File: src/sv/dre_pkg.sv
// Shared constants for the delta run encoder.
`timescale 1ns / 1ps

package dre_pkg;

    localparam int MAX_REGION_DEF = 65536;

    localparam int FIELD_W   = 16;
    localparam int CMP_W     = 17;
    localparam int PIECE_CNT_W = 5;

    localparam logic [15:0] PIECE_MIN   = 16'd4096;
    localparam logic [15:0] PIECE_MAX   = 16'h8000;
    localparam logic [15:0] COUNT_SAT   = 16'hFFFF;
    localparam logic [4:0]  MAX_PIECES  = 5'd16;

    localparam logic [3:0]  MERGE_GAP_RST = 4'd4;
    localparam logic [15:0] MAX_RUN_RST   = 16'h8000;

    localparam int          ADDR_W        = 3;
    localparam logic        REG_MERGE_GAP = 1'b0;
    localparam logic        REG_MAX_RUN   = 1'b1;

    localparam logic        KIND_RUN   = 1'b0;
    localparam logic        KIND_COUNT = 1'b1;

endpackage

File: src/sv/delta_run_encoder_unit.sv
// Delta run encoder: sequencer around one shared subtractor emitting run pieces and counts.
// Steps: each byte passes S_IDLE, S_GAP, S_MARK (plus S_FIN on a region's final byte);
// each run piece S_PIECE and S_SEND, each closed run one more S_PIECE, the count record
// S_COUNT and S_SEND; an output stall holds S_SEND. A byte is taken only in S_IDLE, so
// no byte enters before the last is done; one subtractor serves gap check and piece length.
// Reset (synchronous, active low): position, run state and piece count clear to zero,
// merge_gap to 4, max_run_length to 32768; no clearing pass.
`timescale 1ns / 1ps

module delta_run_encoder_unit #(
    parameter int MAX_REGION = dre_pkg::MAX_REGION_DEF
) (
    input  logic                      i_clk,
    input  logic                      i_rst_n,
    // APB configuration port
    input  logic                      psel,
    input  logic                      penable,
    input  logic                      pwrite,
    input  logic [dre_pkg::ADDR_W-1:0] paddr,
    input  logic [31:0]               pwdata,
    output logic [31:0]               prdata,
    output logic                      pready,
    // input stream
    input  logic                      i_s_tvalid,
    output logic                      o_s_tready,
    input  logic [15:0]               i_s_tdata,  // current_byte[7:0], reference_byte[15:8]
    input  logic                      i_s_tlast,  // end_of_region
    // output stream
    output logic                      o_m_tvalid,
    input  logic                      i_m_tready,
    output logic [47:0]               o_m_tdata,  // run_offset[15:0], run_length[31:16],
                                                  // run_count[47:32]
    output logic                      o_m_tuser,  // kind
    output logic                      o_m_tlast   // last
);

    localparam int PW = $clog2(MAX_REGION);
    localparam int EW = PW + 1;

    typedef enum logic [2:0] {
        S_IDLE,
        S_GAP,
        S_PIECE,
        S_SEND,
        S_MARK,
        S_FIN,
        S_COUNT
    } t_state;

    t_state r_state;

    logic [3:0]  r_merge_gap;
    logic [15:0] r_max_run;

    logic [PW-1:0] r_pos;
    logic          r_in_run;
    logic [PW-1:0] r_run_start;
    logic [PW-1:0] r_last_diff;
    logic [15:0]   r_pieces;

    logic          r_diff;
    logic          r_final;
    logic          r_second;
    logic [EW-1:0] r_start;
    logic [EW-1:0] r_end;
    logic [dre_pkg::PIECE_CNT_W-1:0] r_k;

    logic          r_m_valid;
    logic          r_m_kind;
    logic          r_m_last;
    logic [15:0]   r_m_off;
    logic [15:0]   r_m_len;
    logic [15:0]   r_m_cnt;

    logic                 s_accept;
    logic                 m_accept;
    logic                 cfg_wr;
    logic [EW-1:0]        sub_a;
    logic [EW-1:0]        sub_b;
    logic [EW-1:0]        sub_res;
    logic                 gap_exceeded;
    logic [15:0]          limit;
    logic                 fits;
    logic [15:0]          piece_len;
    logic                 more;

    assign pready     = 1'b1;
    assign cfg_wr     = psel && penable && pwrite;
    assign prdata     = (paddr[2] == dre_pkg::REG_MAX_RUN) ? 32'(r_max_run)
                                                           : 32'(r_merge_gap);

    assign o_s_tready = (r_state == S_IDLE);
    assign s_accept   = i_s_tvalid && o_s_tready;
    assign o_m_tvalid = r_m_valid;
    assign m_accept   = r_m_valid && i_m_tready;
    assign o_m_tdata  = {r_m_cnt, r_m_len, r_m_off};
    assign o_m_tuser  = r_m_kind;
    assign o_m_tlast  = r_m_last;

    // shared subtractor: gap distance or remaining run length
    always_comb begin
        if (r_state == S_GAP) begin
            sub_a = {1'b0, r_pos};
            sub_b = {1'b0, r_last_diff};
        end else begin
            sub_a = r_end;
            sub_b = r_start;
        end
        sub_res = sub_a - sub_b;
    end

    always_comb begin
        if (r_max_run < dre_pkg::PIECE_MIN) begin
            limit = dre_pkg::PIECE_MIN;
        end else if (r_max_run > dre_pkg::PIECE_MAX) begin
            limit = dre_pkg::PIECE_MAX;
        end else begin
            limit = r_max_run;
        end
    end

    assign gap_exceeded = sub_res > EW'(r_merge_gap);
    assign fits         = dre_pkg::CMP_W'(sub_res) <= dre_pkg::CMP_W'(limit);
    assign piece_len    = fits ? 16'(sub_res) : limit;
    assign more         = (r_start < r_end) && (r_k < dre_pkg::MAX_PIECES);

    always_ff @(posedge i_clk) begin
        if (!i_rst_n) begin
            r_state     <= S_IDLE;
            r_merge_gap <= dre_pkg::MERGE_GAP_RST;
            r_max_run   <= dre_pkg::MAX_RUN_RST;
            r_pos       <= '0;
            r_in_run    <= 1'b0;
            r_run_start <= '0;
            r_last_diff <= '0;
            r_pieces    <= '0;
            r_m_valid   <= 1'b0;
        end else begin
            if (cfg_wr) begin
                if (paddr[2] == dre_pkg::REG_MAX_RUN) begin
                    r_max_run <= pwdata[15:0];
                end else begin
                    r_merge_gap <= pwdata[3:0];
                end
            end

            case (r_state)
                S_IDLE: begin
                    if (s_accept) begin
                        r_diff  <= i_s_tdata[7:0] != i_s_tdata[15:8];
                        r_final <= i_s_tlast || (r_pos == PW'(MAX_REGION - 1));
                        r_k     <= '0;
                        r_state <= S_GAP;
                    end
                end
                S_GAP: begin
                    if (r_in_run && gap_exceeded) begin
                        r_start  <= {1'b0, r_run_start};
                        r_end    <= {1'b0, r_last_diff} + EW'(1);
                        r_second <= 1'b0;
                        r_state  <= S_PIECE;
                    end else begin
                        r_state <= S_MARK;
                    end
                end
                S_PIECE: begin
                    if (more) begin
                        r_m_valid <= 1'b1;
                        r_m_kind  <= dre_pkg::KIND_RUN;
                        r_m_off   <= 16'(r_start[PW-1:0]);
                        r_m_len   <= piece_len;
                        r_m_cnt   <= '0;
                        r_m_last  <= !r_final &&
                                     (fits || (r_k == dre_pkg::MAX_PIECES - 5'd1));
                        r_state   <= S_SEND;
                    end else begin
                        r_in_run <= 1'b0;
                        r_state  <= r_second ? S_COUNT : S_MARK;
                    end
                end
                S_SEND: begin
                    if (m_accept) begin
                        r_m_valid <= 1'b0;
                        if (r_m_kind == dre_pkg::KIND_COUNT) begin
                            r_pos       <= '0;
                            r_pieces    <= '0;
                            r_in_run    <= 1'b0;
                            r_run_start <= '0;
                            r_last_diff <= '0;
                            r_state     <= S_IDLE;
                        end else begin
                            r_start <= r_start + EW'(r_m_len);
                            r_k     <= r_k + 5'd1;
                            if (r_pieces != dre_pkg::COUNT_SAT) begin
                                r_pieces <= r_pieces + 16'd1;
                            end
                            r_state <= S_PIECE;
                        end
                    end
                end
                S_MARK: begin
                    if (r_diff) begin
                        if (!r_in_run) begin
                            r_in_run    <= 1'b1;
                            r_run_start <= r_pos;
                        end
                        r_last_diff <= r_pos;
                    end
                    if (r_final) begin
                        r_state <= S_FIN;
                    end else begin
                        r_pos   <= r_pos + PW'(1);
                        r_state <= S_IDLE;
                    end
                end
                S_FIN: begin
                    if (r_in_run) begin
                        r_start  <= {1'b0, r_run_start};
                        r_end    <= {1'b0, r_last_diff} + EW'(1);
                        r_second <= 1'b1;
                        r_state  <= S_PIECE;
                    end else begin
                        r_state <= S_COUNT;
                    end
                end
                S_COUNT: begin
                    r_m_valid <= 1'b1;
                    r_m_kind  <= dre_pkg::KIND_COUNT;
                    r_m_off   <= '0;
                    r_m_len   <= '0;
                    r_m_cnt   <= r_pieces;
                    r_m_last  <= 1'b1;
                    r_state   <= S_SEND;
                end
                default: begin
                    r_state <= S_IDLE;
                end
            endcase
        end
    end

endmodule
File: config.mk
export PLATFORM = sky130hd
export DESIGN_NAME = delta_run_encoder_unit
export DESIGN_NICKNAME = d
export VERILOG_FILES = /design/src/sv/dre_pkg.sv /design/src/sv/delta_run_encoder_unit.sv
export SDC_FILE = /design/constraint.sdc
export NUM_CORES = 1
export LEC_CHECK = 0
export BUFFER_PORTS_ARGS = -buffer_cell sky130_fd_sc_hd__buf_2
export CORE_MARGIN = 8
export CORE_UTILIZATION = 37
export DETAILED_ROUTE_END_ITERATION = 12
export MAX_ROUTING_LAYER = met4
export PLACE_DENSITY = 0.59
export SETUP_SLACK_MARGIN = 0.5
export SYNTH_ARGS = -nofsm -noshare
export SYNTH_HDL_FRONTEND = slang
export SYNTH_SLANG_ARGS = --single-unit
File: constraint.sdc
create_clock -name i_clk -period 16.3 [get_ports i_clk]
set_input_delay 3.26 -clock i_clk [delete_from_list [all_inputs] [get_ports i_clk]]
set_output_delay 3.26 -clock i_clk [all_outputs]
set_load 0.005 [all_outputs]
==> results of run 1 <==
final cells by class:
cell class | count | area share [%]
Clock buffer | 17 | 3.48
Clock inverter | 15 | 1.68
Inverter | 45 | 1.38
Multi-Input combinational cell | 904 | 47.2
Sequential cell | 181 | 37.2
Tap cell | 384 | 3.93
Timing Repair Buffer | 120 | 5.16
state kept, by name, summed over array words and instances, names as in the netlist, 3 cells and up:
name,count
r_m_off,16
r_end,17
r_m_cnt,16
r_max_run,16
r_start,17
r_pos,16
r_last_diff,16
r_run_start,16
r_state,3
r_m_len,16
r_pieces,16
r_k,5
r_merge_gap,4
metrics by stage:
| step | area [um2] | hold WS [ns] | util [%] |
|---|---|---|---|
| finish | 12200 | 0.488 | 42.6 |
| CTS | 12200 | 0.487 | 42.6 |
| detailed placement | 11600 | 0.474 | 40.4 |
| global placement | 11600 | 0.469 | 40.4 |
| global route | 12200 | 0.502 | 42.6 |
| floorplan | 10800 | 0.449 | - |
worst max-delay path, delay by kind of cell, from the launching register on:
family	cells	cell delay, ns
and+or+nand+nor	7	2.99
AOI/OAI and AO/OA	6	1.91
adders and majority gates	3	0.94
muxes	2	0.64
DFF	1	0.55
buffers and inverters	2	0.16
final timing paths:
check / end / depth (start not counted)
setup / recovery: r_m_len[15]$_SDFFCE_PP0P_ / 20
hold / removal: r_max_run[0]$_SDFFE_PN0P_ / 2
setup reg to reg: r_m_len[15]$_SDFFCE_PP0P_ / 20
hold reg to reg: r_max_run[0]$_SDFFE_PN0P_ / 2
synthesized netlist by cell type (all sizes together) (4+ instances only):
master / instances
a211o: 4
a211oi: 9
a21o: 11
a21oi: 73
a22oi: 16
a31oi: 6
and2: 34
and3: 7
and4: 5
buf: 27
clkbuf: 43
dfxtp: 89
edfxtp: 92
ha: 72
inv: 45
mux2i: 29
nand2: 158
nand2b: 10
nand3: 51
nand4: 27
nor2: 98
nor2b: 21
nor3: 20
nor4: 7
o211ai: 8
o21a: 9
o21ai: 70
o31ai: 7
or2: 6
or3: 17
xnor2: 32
xor2: 34
where the power goes:
group	internal (mW)	switching (mW)	leakage, nW
clock	0.212	0.217	0.297
combinational	0.140	0.239	2.81
sequential	0.490	0.0109	1.56
routing by layer:
layer / vias to the layer above / routed length, um / global-route usage, %
li1: 4360 / - / -
met3: 26 / 1140 / 2.76
met2: 204 / 13400 / 26.2
met5: - / 0 / -
met4: 0 / 388 / 4.15
met1: 4264 / 13700 / 21.7
cells by family after synthesis:
kind of cell	after synthesis
simple gates	473
compound gates	242
flops	181
buf+inv	115
fa+ha+maj	74
xor+xnor	66
mux	32
other cells	2
==> impl_metrics.py, run 1 <==
metrics = {
    "pwr": {
        "design_power_total_mw": 1.31,
        "powerDensity_nw_per_um2": 107,
        "leakagePower_nw": 4.67,
        "ir_worst_vdd_mv": 0.0723,
    },
    "floorplan": {
        "die-area_um2": 34800,
        "die_w_um": 187,
        "fp.dieH_um": 187,
        "placementRows": 62,
        "start_util_pct": 37.5,
        "core_area_um2": 28700,
        "io_pins": 144,
    },
    "worst_hold_path": {
        "hold_start": "r_max_run[0]$_SDFFE_PN0P_",
        "hp-class": "reg2reg",
    },
    "cts": {
        "cts_max_level": 4,
        "cts_hold_buf": 0,
        "clk_pin_slew_ns": 0.09,
        "clk_latency_ns": 0.44,
        "cts_tree": "built",
        "cts_setup_buffers": 0,
        "cts_root_buf": "clkbuf_16",
        "numCtsBuffers": 17,
        "cts_resized": 0,
        "numClockSinks": 181,
        "clockBufferDepth": 2,
    },
    "logic_synthesis": {
        "ys_warn_count": 0,
        "synth-seq-area-share_pct": 42.2,
        "synthCells": 1185,
        "synthArstFlopShare_pct": 0,
        "synth_adder_area_share_pct": 8.74,
        "synthMuxAreaShare_pct": 3.01,
        "synth_edf_count": 92,
        "synth_cell_types": 74,
        "yosys.area.top_type_share_pct": 25.7,
        "ys_seq_elements": 181,
        "synth_top_family_by_area": "simple AND/OR/NAND/NOR gates",
        "synth-xor-area-share_pct": 5.37,
        "synth_compound_area_share_pct": 14.5,
        "synth_ff_type": "edfxtp_1",
        "syn_area_um2": 10800,
        "netlist_top_cells_area": "edfxtp_1, dfxtp_1, ha_1, nand2_1, nor2_1",
        "yosys.area.top_type": "edfxtp_1",
        "synth-simple-area-share_pct": 21.3,
        "avgSynthCellArea_um2": 9.08,
    },
    "sta": {
        "slew_viol_final": 0,
        "setup_viol": 0,
        "rsz0062_at_grt": "no",
        "slew_headroom_pct": 21.8,
        "tightest_slew_ns": 1.17,
        "fin_setup_tns_ns": 0,
        "clock_skew_ns": 0.0193,
        "max_freq_mhz": 135,
        "final.min_clock_period_ns": 7.40,
        "hold_viol": 0,
        "finalWorstSetupSlack_ns": 8.90,
        "finalCritPeriodShare_pct": 45.4,
    },
    "routing": {
        "firstDrtPassIters": 6,
        "wl_um": 28600,
        "ant_nets": 0,
        "routedWlPerCell_um": 17.2,
        "drc": 0,
        "drt_iter0_markers": 596,
        "vias_per_cell": 5.31,
        "vias": 8854,
    },
    "global_routing": {
        "grt-ovfl-total": 0,
        "grt_pass1_vias": 8435,
        "grt_pass1_wl_um": 45600,
        "grt_max_degree": 58,
        "antenna_found_initial": 0,
        "grt_util_all_layers_pct": 16.5,
    },
    "critical_path": {
        "regToRegSetupSlack_ns": 8.90,
        "crit_fanout": 49,
        "end_kind": "flip-flop",
        "worstReg2RegStart": "r_state[0]$_SDFFE_PN0P_",
        "cp.required_ns": 16.55,
        "crit_path_start_kind": "flip-flop",
        "cp.arrival_ns": 7.65,
        "critPathMaxStageDelay_ns": 0.84,
        "slowest_stage": "and2_2",
        "crit_chain": "nor2b_1, and2_2, mux2i_1, ha_1, inv_1, fa_1, a211oi_1, o21ai_1, a21oi_1, nor2b_1, o41ai_1, inv_1, ha_1, nand4_1, or4_1, a311oi_1, o211ai_1, nand2_1, and3_1, mux2i_1",
        "path_class": "reg2reg",
        "cp-startpoint": "r_state[0]$_SDFFE_PN0P_",
    },
    "status": {
        "status": "completed",
    },
    "place": {
        "hpwl_um": 21400,
        "gp_congestion": 0.882,
        "portBuffers": 108,
        "dp.cells": 1634,
        "dp_worst_setup_slack_ns": 9.01,
    },
    "layout": {
        "drive_gt1_share_pct": 14.1,
        "nets": 1402,
        "areaGrowthSynthToFinish_pct": 13.7,
        "multi_input_area_um2": 5780,
        "antenna_cells": 0,
        "final-instance-count-excl-fill": 1666,
        "final_common_cell": "nand2_1",
        "final_cell_mix": "nand2_1, buf_2, nor2_1, edfxtp_1, dfxtp_1",
        "num-fill-cells": 2922,
        "regArea_um2": 4540,
    },
    "run": {
        "drv_cap": 0,
    },
}
No activity file was read; power rests on OpenSTA's default activity.
==> run 2: changes to the inputs <==
--- a/config.mk
+++ b/config.mk
@@ -10,7 +10,7 @@
 export CORE_UTILIZATION = 37
 export DETAILED_ROUTE_END_ITERATION = 12
 export MAX_ROUTING_LAYER = met4
-export PLACE_DENSITY = 0.59
+export PLACE_DENSITY = 0.61
 export SETUP_SLACK_MARGIN = 0.5
 export SYNTH_ARGS = -nofsm -noshare
 export SYNTH_HDL_FRONTEND = slang
==> constraint.sdc (replaced) <==
create_clock -name i_clk -period 6.4 [get_ports i_clk]
set_input_delay 1.28 -clock i_clk [delete_from_list [all_inputs] [get_ports i_clk]]
set_output_delay 1.28 -clock i_clk [all_outputs]
set_load 0.005 [all_outputs]
==> impl_metrics.py, run 2 (synthesis results as in run 1) <==
metrics = {
    "cts": {
        "clk_pin_slew_ns": 0.08,
        "numClockSinks": 181,
        "cts_max_level": 4,
        "clk_latency_ns": 0.45,
        "cts_resized": 0,
        "cts_tree": "built",
        "cts_root_buf": "clkbuf_16",
        "cts_setup_buffers": 0,
        "numCtsBuffers": 17,
        "cts_hold_buf": 0,
        "clockBufferDepth": 2,
    },
    "place": {
        "placedInstanceArea_um2": 11600,
        "hpwl_um": 21800,
        "dp_worst_setup_slack_ns": 0.593,
        "portBuffers": 108,
        "gp_congestion": 0.892,
    },
    "layout": {
        "num-fill-cells": 2899,
        "drive_gt1_share_pct": 15.1,
        "final_common_cell": "nand2_1",
        "areaGrowthSynthToFinish_pct": 14.3,
        "antenna_cells": 0,
        "top_regs": "r_end: 17 flops, r_start: 17 flops",
        "regArea_um2": 4550,
        "fin_util_pct": 42.9,
        "design_area_um2": 12300,
        "nets": 1407,
        "final_cell_mix": "nand2_1, buf_2, nor2_1, edfxtp_1, dfxtp_1",
        "multi_input_area_um2": 5800,
    },
    "sta": {
        "clock_skew_ns": 0.0235,
        "slew_headroom_pct": 24.5,
        "slew_viol_final": 0,
        "hold_viol": 0,
        "tightest_slew_ns": 1.13,
        "rsz0062_at_grt": "no",
        "max_freq_mhz": 178,
        "final.min_clock_period_ns": 5.62,
        "fin_setup_tns_ns": 0,
        "finalWorstSetupSlack_ns": 0.779,
        "finalCritPeriodShare_pct": 87.8,
        "setup_viol": 0,
    },
    "critical_path": {
        "cp.required_ns": 6.60,
        "worstReg2RegStart": "r_state[0]$_SDFFE_PN0P_",
        "rr_endpoint": "r_m_len[14]$_SDFFCE_PP0P_",
        "crit_fanout": 13,
        "slowest_stage": "dfxtp_2",
        "crit_path_start_kind": "flip-flop",
        "crit_end": "r_m_len[14]$_SDFFCE_PP0P_",
        "path_buf_inv": 3,
        "cp-startpoint": "r_state[0]$_SDFFE_PN0P_",
        "regToRegSetupSlack_ns": 0.78,
        "crit_chain": "nor2b_2, and2_2, mux2i_1, ha_1, inv_1, fa_1, a211oi_1, o21ai_2, a211o_1, a21oi_1, xor2_2, inv_1, ha_1, nand4_1, nor2_1, o21ai_0, o21ai_0, nand3_1, a221o_1, and3_1, buf_4, o31ai_1",
        "path_class": "reg2reg",
        "cp.arrival_ns": 5.82,
        "critPathMaxStageDelay_ns": 0.44,
        "reg2regPathDepth": 22,
        "critPathTopFamily": "compound AO/OA/AOI/OAI gates",
        "end_kind": "flip-flop",
        "worst-path-stages": 22,
    },
    "routing": {
        "vias": 8861,
        "firstDrtPassIters": 5,
        "routedWlPerCell_um": 17.3,
        "wl_um": 28900,
        "vias_per_cell": 5.30,
        "ant_nets": 0,
        "drt_iter0_markers": 609,
        "drc": 0,
    },
    "global_routing": {
        "grt-ovfl-total": 0,
        "grt_max_degree": 57,
        "grt_util_all_layers_pct": 16.7,
        "grt_pass1_vias": 8509,
        "antenna_found_initial": 0,
        "grt_pass1_wl_um": 46000,
    },
    "floorplan": {
        "die_w_um": 187,
        "placementRows": 62,
        "start_util_pct": 37.5,
        "die-area_um2": 34800,
        "fp.dieH_um": 187,
        "io_pins": 144,
        "core_area_um2": 28700,
    },
    "run": {
        "drv_cap": 0,
    },
    "pwr": {
        "ir_worst_vdd_mv": 0.192,
        "powerDensity_nw_per_um2": 273,
        "leakagePower_nw": 4.71,
    },
    "status": {
        "status": "completed",
    },
    "worst_hold_path": {
        "min_path_cells": 2,
        "hp-class": "reg2reg",
    },
}
==> run 2: worst min-delay path, cell delays in order, from the launching register on <==
cell	delay, ns
dfxtp_1	0.33
nand2_1	0.06
a21oi_1	0.05
==> run 2: routing by layer <==
| layer | vias up | routed length [um] | global-route usage [%] |
|---|---|---|---|
| met1 | 4261 | 13800 | 22.0 |
| met4 | 0 | 356 | 5.01 |
| met5 | - | 0 | - |
| met3 | 21 | 1010 | 2.44 |
| met2 | 190 | 13700 | 26.5 |
| li1 | 4389 | - | - |
==> run 2: metrics by stage <==
stage / total power, mW / std cells / hold slack, ns
floorplan: 2.02 / 1200 / 0.449
finish: 3.36 / 1671 / 0.478
global placement: 2.26 / 1639 / 0.468
detailed placement: 2.28 / 1639 / 0.470
CTS: 3.36 / 1671 / 0.481
global route: 3.53 / 1671 / 0.505
==> run 2: how the worst min path moves through the flow <==
stage,startpoint,endpoint
2_1_floorplan,r_second$_DFFE_PP_,r_state[1]$_SDFFE_PN0P_
3_3_place_gp,r_max_run[0]$_SDFFE_PN0P_,r_max_run[0]$_SDFFE_PN0P_
3_5_place_dp,r_max_run[0]$_SDFFE_PN0P_,r_max_run[0]$_SDFFE_PN0P_
4_1_cts,r_max_run[0]$_SDFFE_PN0P_,r_max_run[0]$_SDFFE_PN0P_
5_1_grt,r_max_run[11]$_SDFFE_PN0P_,r_max_run[11]$_SDFFE_PN0P_
6_report,r_max_run[11]$_SDFFE_PN0P_,r_max_run[11]$_SDFFE_PN0P_
==> run 2: cell type report <==
type	instances	area share, %
clock inverter	15	1.66
clock buffer	17	3.46
sequential	181	37.0
inverter	45	1.37
tap	384	3.91
timing repair buffer	125	5.46
multi-input combinational	904	47.2
==> run 2: power by group <==
| group | internal (mW) | switching (mW) | total, mW |
|---|---|---|---|
| combinational | 0.382 | 0.618 | 1.00 |
| sequential | 1.25 | 0.0274 | 1.28 |
| clock | 0.538 | 0.544 | 1.08 |
==> run 3: changes to the inputs <==
--- a/config.mk
+++ b/config.mk
@@ -11,6 +11,7 @@
 export DETAILED_ROUTE_END_ITERATION = 12
 export MAX_ROUTING_LAYER = met4
 export PLACE_DENSITY = 0.61
+export RECOVER_POWER = 50
 export SETUP_SLACK_MARGIN = 0.5
 export SYNTH_ARGS = -nofsm -noshare
 export SYNTH_HDL_FRONTEND = slang
==> impl_metrics.py, run 3 (synthesis results as in run 1) <==
metrics = {
    "global_routing": {
        "antenna_found_initial": 0,
        "grt-ovfl-total": 0,
        "grt_pass1_wl_um": 46000,
        "grt_pass1_vias": 8509,
        "grt_max_degree": 57,
        "grt_util_all_layers_pct": 16.7,
    },
    "layout": {
        "final-instance-count-excl-fill": 1671,
        "top_regs": "r_end: 17 flops, r_start: 17 flops",
        "num-fill-cells": 2927,
        "final_cell_mix": "nand2_1, nor2_1, edfxtp_1, dfxtp_1, ha_1",
        "areaGrowthSynthToFinish_pct": 13.6,
        "regArea_um2": 4550,
        "fin_util_pct": 42.6,
        "multi_input_area_um2": 5800,
        "final_common_cell": "nand2_1",
        "antenna_cells": 0,
        "nets": 1407,
        "drive_gt1_share_pct": 11.2,
    },
    "pwr": {
        "switchingPower_mw": 1.19,
        "leakagePower_nw": 4.56,
        "ir_worst_vdd_mv": 0.193,
        "swShare_pct": 35.5,
        "comb_power_share_pct": 29.7,
        "p_int_mw": 2.17,
        "clkPwrFrac_pct": 32.3,
        "powerDensity_nw_per_um2": 275,
        "power_frac_seq_pct": 38.0,
    },
    "critical_path": {
        "rr_endpoint": "r_m_len[14]$_SDFFCE_PP0P_",
        "cp.required_ns": 6.50,
        "worstReg2RegStart": "r_state[2]$_SDFFE_PN0P_",
        "crit_path_start_kind": "flip-flop",
        "end_kind": "flip-flop",
        "regToRegSetupSlack_ns": 0.57,
        "path_class": "reg2reg",
        "cp.arrival_ns": 5.93,
        "reg2regPathDepth": 21,
        "crit_fanout": 14,
    },
    "floorplan": {
        "die_w_um": 187,
        "die-area_um2": 34800,
        "placementRows": 62,
        "io_pins": 144,
        "fp.dieH_um": 187,
        "core_area_um2": 28700,
        "start_util_pct": 37.5,
    },
    "cts": {
        "cts_hold_buf": 0,
        "cts_tree": "built",
        "cts_max_level": 4,
        "clk_latency_ns": 0.45,
        "cts_resized": 0,
        "cts_setup_buffers": 0,
        "clockBufferDepth": 2,
        "numClockSinks": 181,
        "clk_pin_slew_ns": 0.08,
        "numCtsBuffers": 17,
        "cts_root_buf": "clkbuf_16",
    },
    "routing": {
        "wl_um": 28900,
        "ant_nets": 0,
        "vias": 8853,
        "drc": 0,
        "drt_iter0_markers": 521,
        "firstDrtPassIters": 5,
        "routedWlPerCell_um": 17.3,
        "vias_per_cell": 5.30,
    },
    "worst_hold_path": {
        "hold_end": "r_max_run[11]$_SDFFE_PN0P_",
        "min_path_cells": 2,
        "hp-class": "reg2reg",
        "hold_start": "r_max_run[11]$_SDFFE_PN0P_",
    },
    "sta": {
        "final.min_clock_period_ns": 5.83,
        "rsz0062_at_grt": "no",
        "finalWorstSetupSlack_ns": 0.570,
        "fin_setup_tns_ns": 0,
        "setup_viol": 0,
        "hold_viol": 0,
        "slew_headroom_pct": -86.0,
        "tightest_slew_ns": 2.79,
        "max_freq_mhz": 172,
        "slew_viol_final": 126,
        "finalCritPeriodShare_pct": 91.1,
        "clock_skew_ns": 0.0236,
    },
    "place": {
        "portBuffers": 108,
        "dp.cells": 1639,
        "hpwl_um": 21800,
        "gp_congestion": 0.892,
        "dp_worst_setup_slack_ns": 0.593,
    },
    "run": {
        "drv_cap": 3,
    },
    "status": {
        "status": "complete, but fails checks",
        "violations": "max-capacitance violations, max-slew violations",
    },
}
## run 3: worst max path at each step
stage / startpoint / cells past startpoint / endpoint / slack [ns]
after floorplan: r_state[0]$_SDFFE_PN0P_ / 23 / r_m_len[11]$_SDFFCE_PP0P_ / 0.64
final: r_state[2]$_SDFFE_PN0P_ / 21 / r_m_len[14]$_SDFFCE_PP0P_ / 0.57
after global placement: r_state[0]$_SDFFE_PN0P_ / 20 / r_m_len[15]$_SDFFCE_PP0P_ / 0.64
after detailed placement: r_state[0]$_SDFFE_PN0P_ / 20 / r_m_len[13]$_SDFFCE_PP0P_ / 0.59
after global routing: r_state[2]$_SDFFE_PN0P_ / 21 / r_m_len[14]$_SDFFCE_PP0P_ / 0.32
after CTS: r_state[0]$_SDFFE_PN0P_ / 20 / r_m_len[0]$_SDFFCE_PP0P_ / 0.58
## run 3: metrics by stage
stage	instance area (um2)	hold WS, ns	total power [mW]
after floorplan	10800	0.449	2.02
after global placement	11600	0.468	2.26
after detailed placement	11600	0.470	2.28
after CTS	12300	0.481	3.36
after global routing	12200	0.505	3.53
final	12200	0.478	3.36
## run 3: power groups by stage
| stage | Combinational (mW) | Clock, mW | Sequential [mW] |
|---|---|---|---|
| 2_1_floorplan | 0.739 | 0 | 1.29 |
| 3_3_place_gp | 0.955 | 0 | 1.30 |
| 3_5_place_dp | 0.975 | 0 | 1.30 |
| 4_1_cts | 0.980 | 1.10 | 1.27 |
| 5_1_grt | 1.10 | 1.15 | 1.28 |
| 6_report | 0.998 | 1.08 | 1.28 |
## run 3: area by class of cell
cell class / instances / share of cell area [%]
sequential: 181 / 37.2
clock buffer: 17 / 3.48
multi-input combinational: 904 / 47.5
inverter: 45 / 1.38
clock inverter: 15 / 1.67
timing repair buffer: 125 / 4.89
tap: 384 / 3.93
## run 3: metal layers
| metal | vias to the layer above | global-route usage, % | part of all wire, % |
|---|---|---|---|
| li1 | 4390 | - | - |
| met2 | 183 | 26.5 | 47 |
| met3 | 24 | 2.44 | 3.3 |
| met1 | 4256 | 22.0 | 48 |
| met4 | 0 | 5.01 | 1.3 |
| met5 | - | - | 0 |
## run 3: critical path: stages (launching register included)
cell and delay (ns):
dfxtp_1 0.64, inv_1 0.21, and2_2 0.27, mux2_2 0.24
ha_1 0.15, inv_1 0.05, fa_1 0.42, a211oi_1 0.41
o21ai_2 0.17, a211o_1 0.31, a21oi_1 0.25, xor2_2 0.27
inv_1 0.08, ha_1 0.31, nand4_1 0.15, or4_1 0.57
a311oi_1 0.26, o211ai_1 0.12, nand2_1 0.09, and3_1 0.15
buf_4 0.24, o31ai_1 0.14
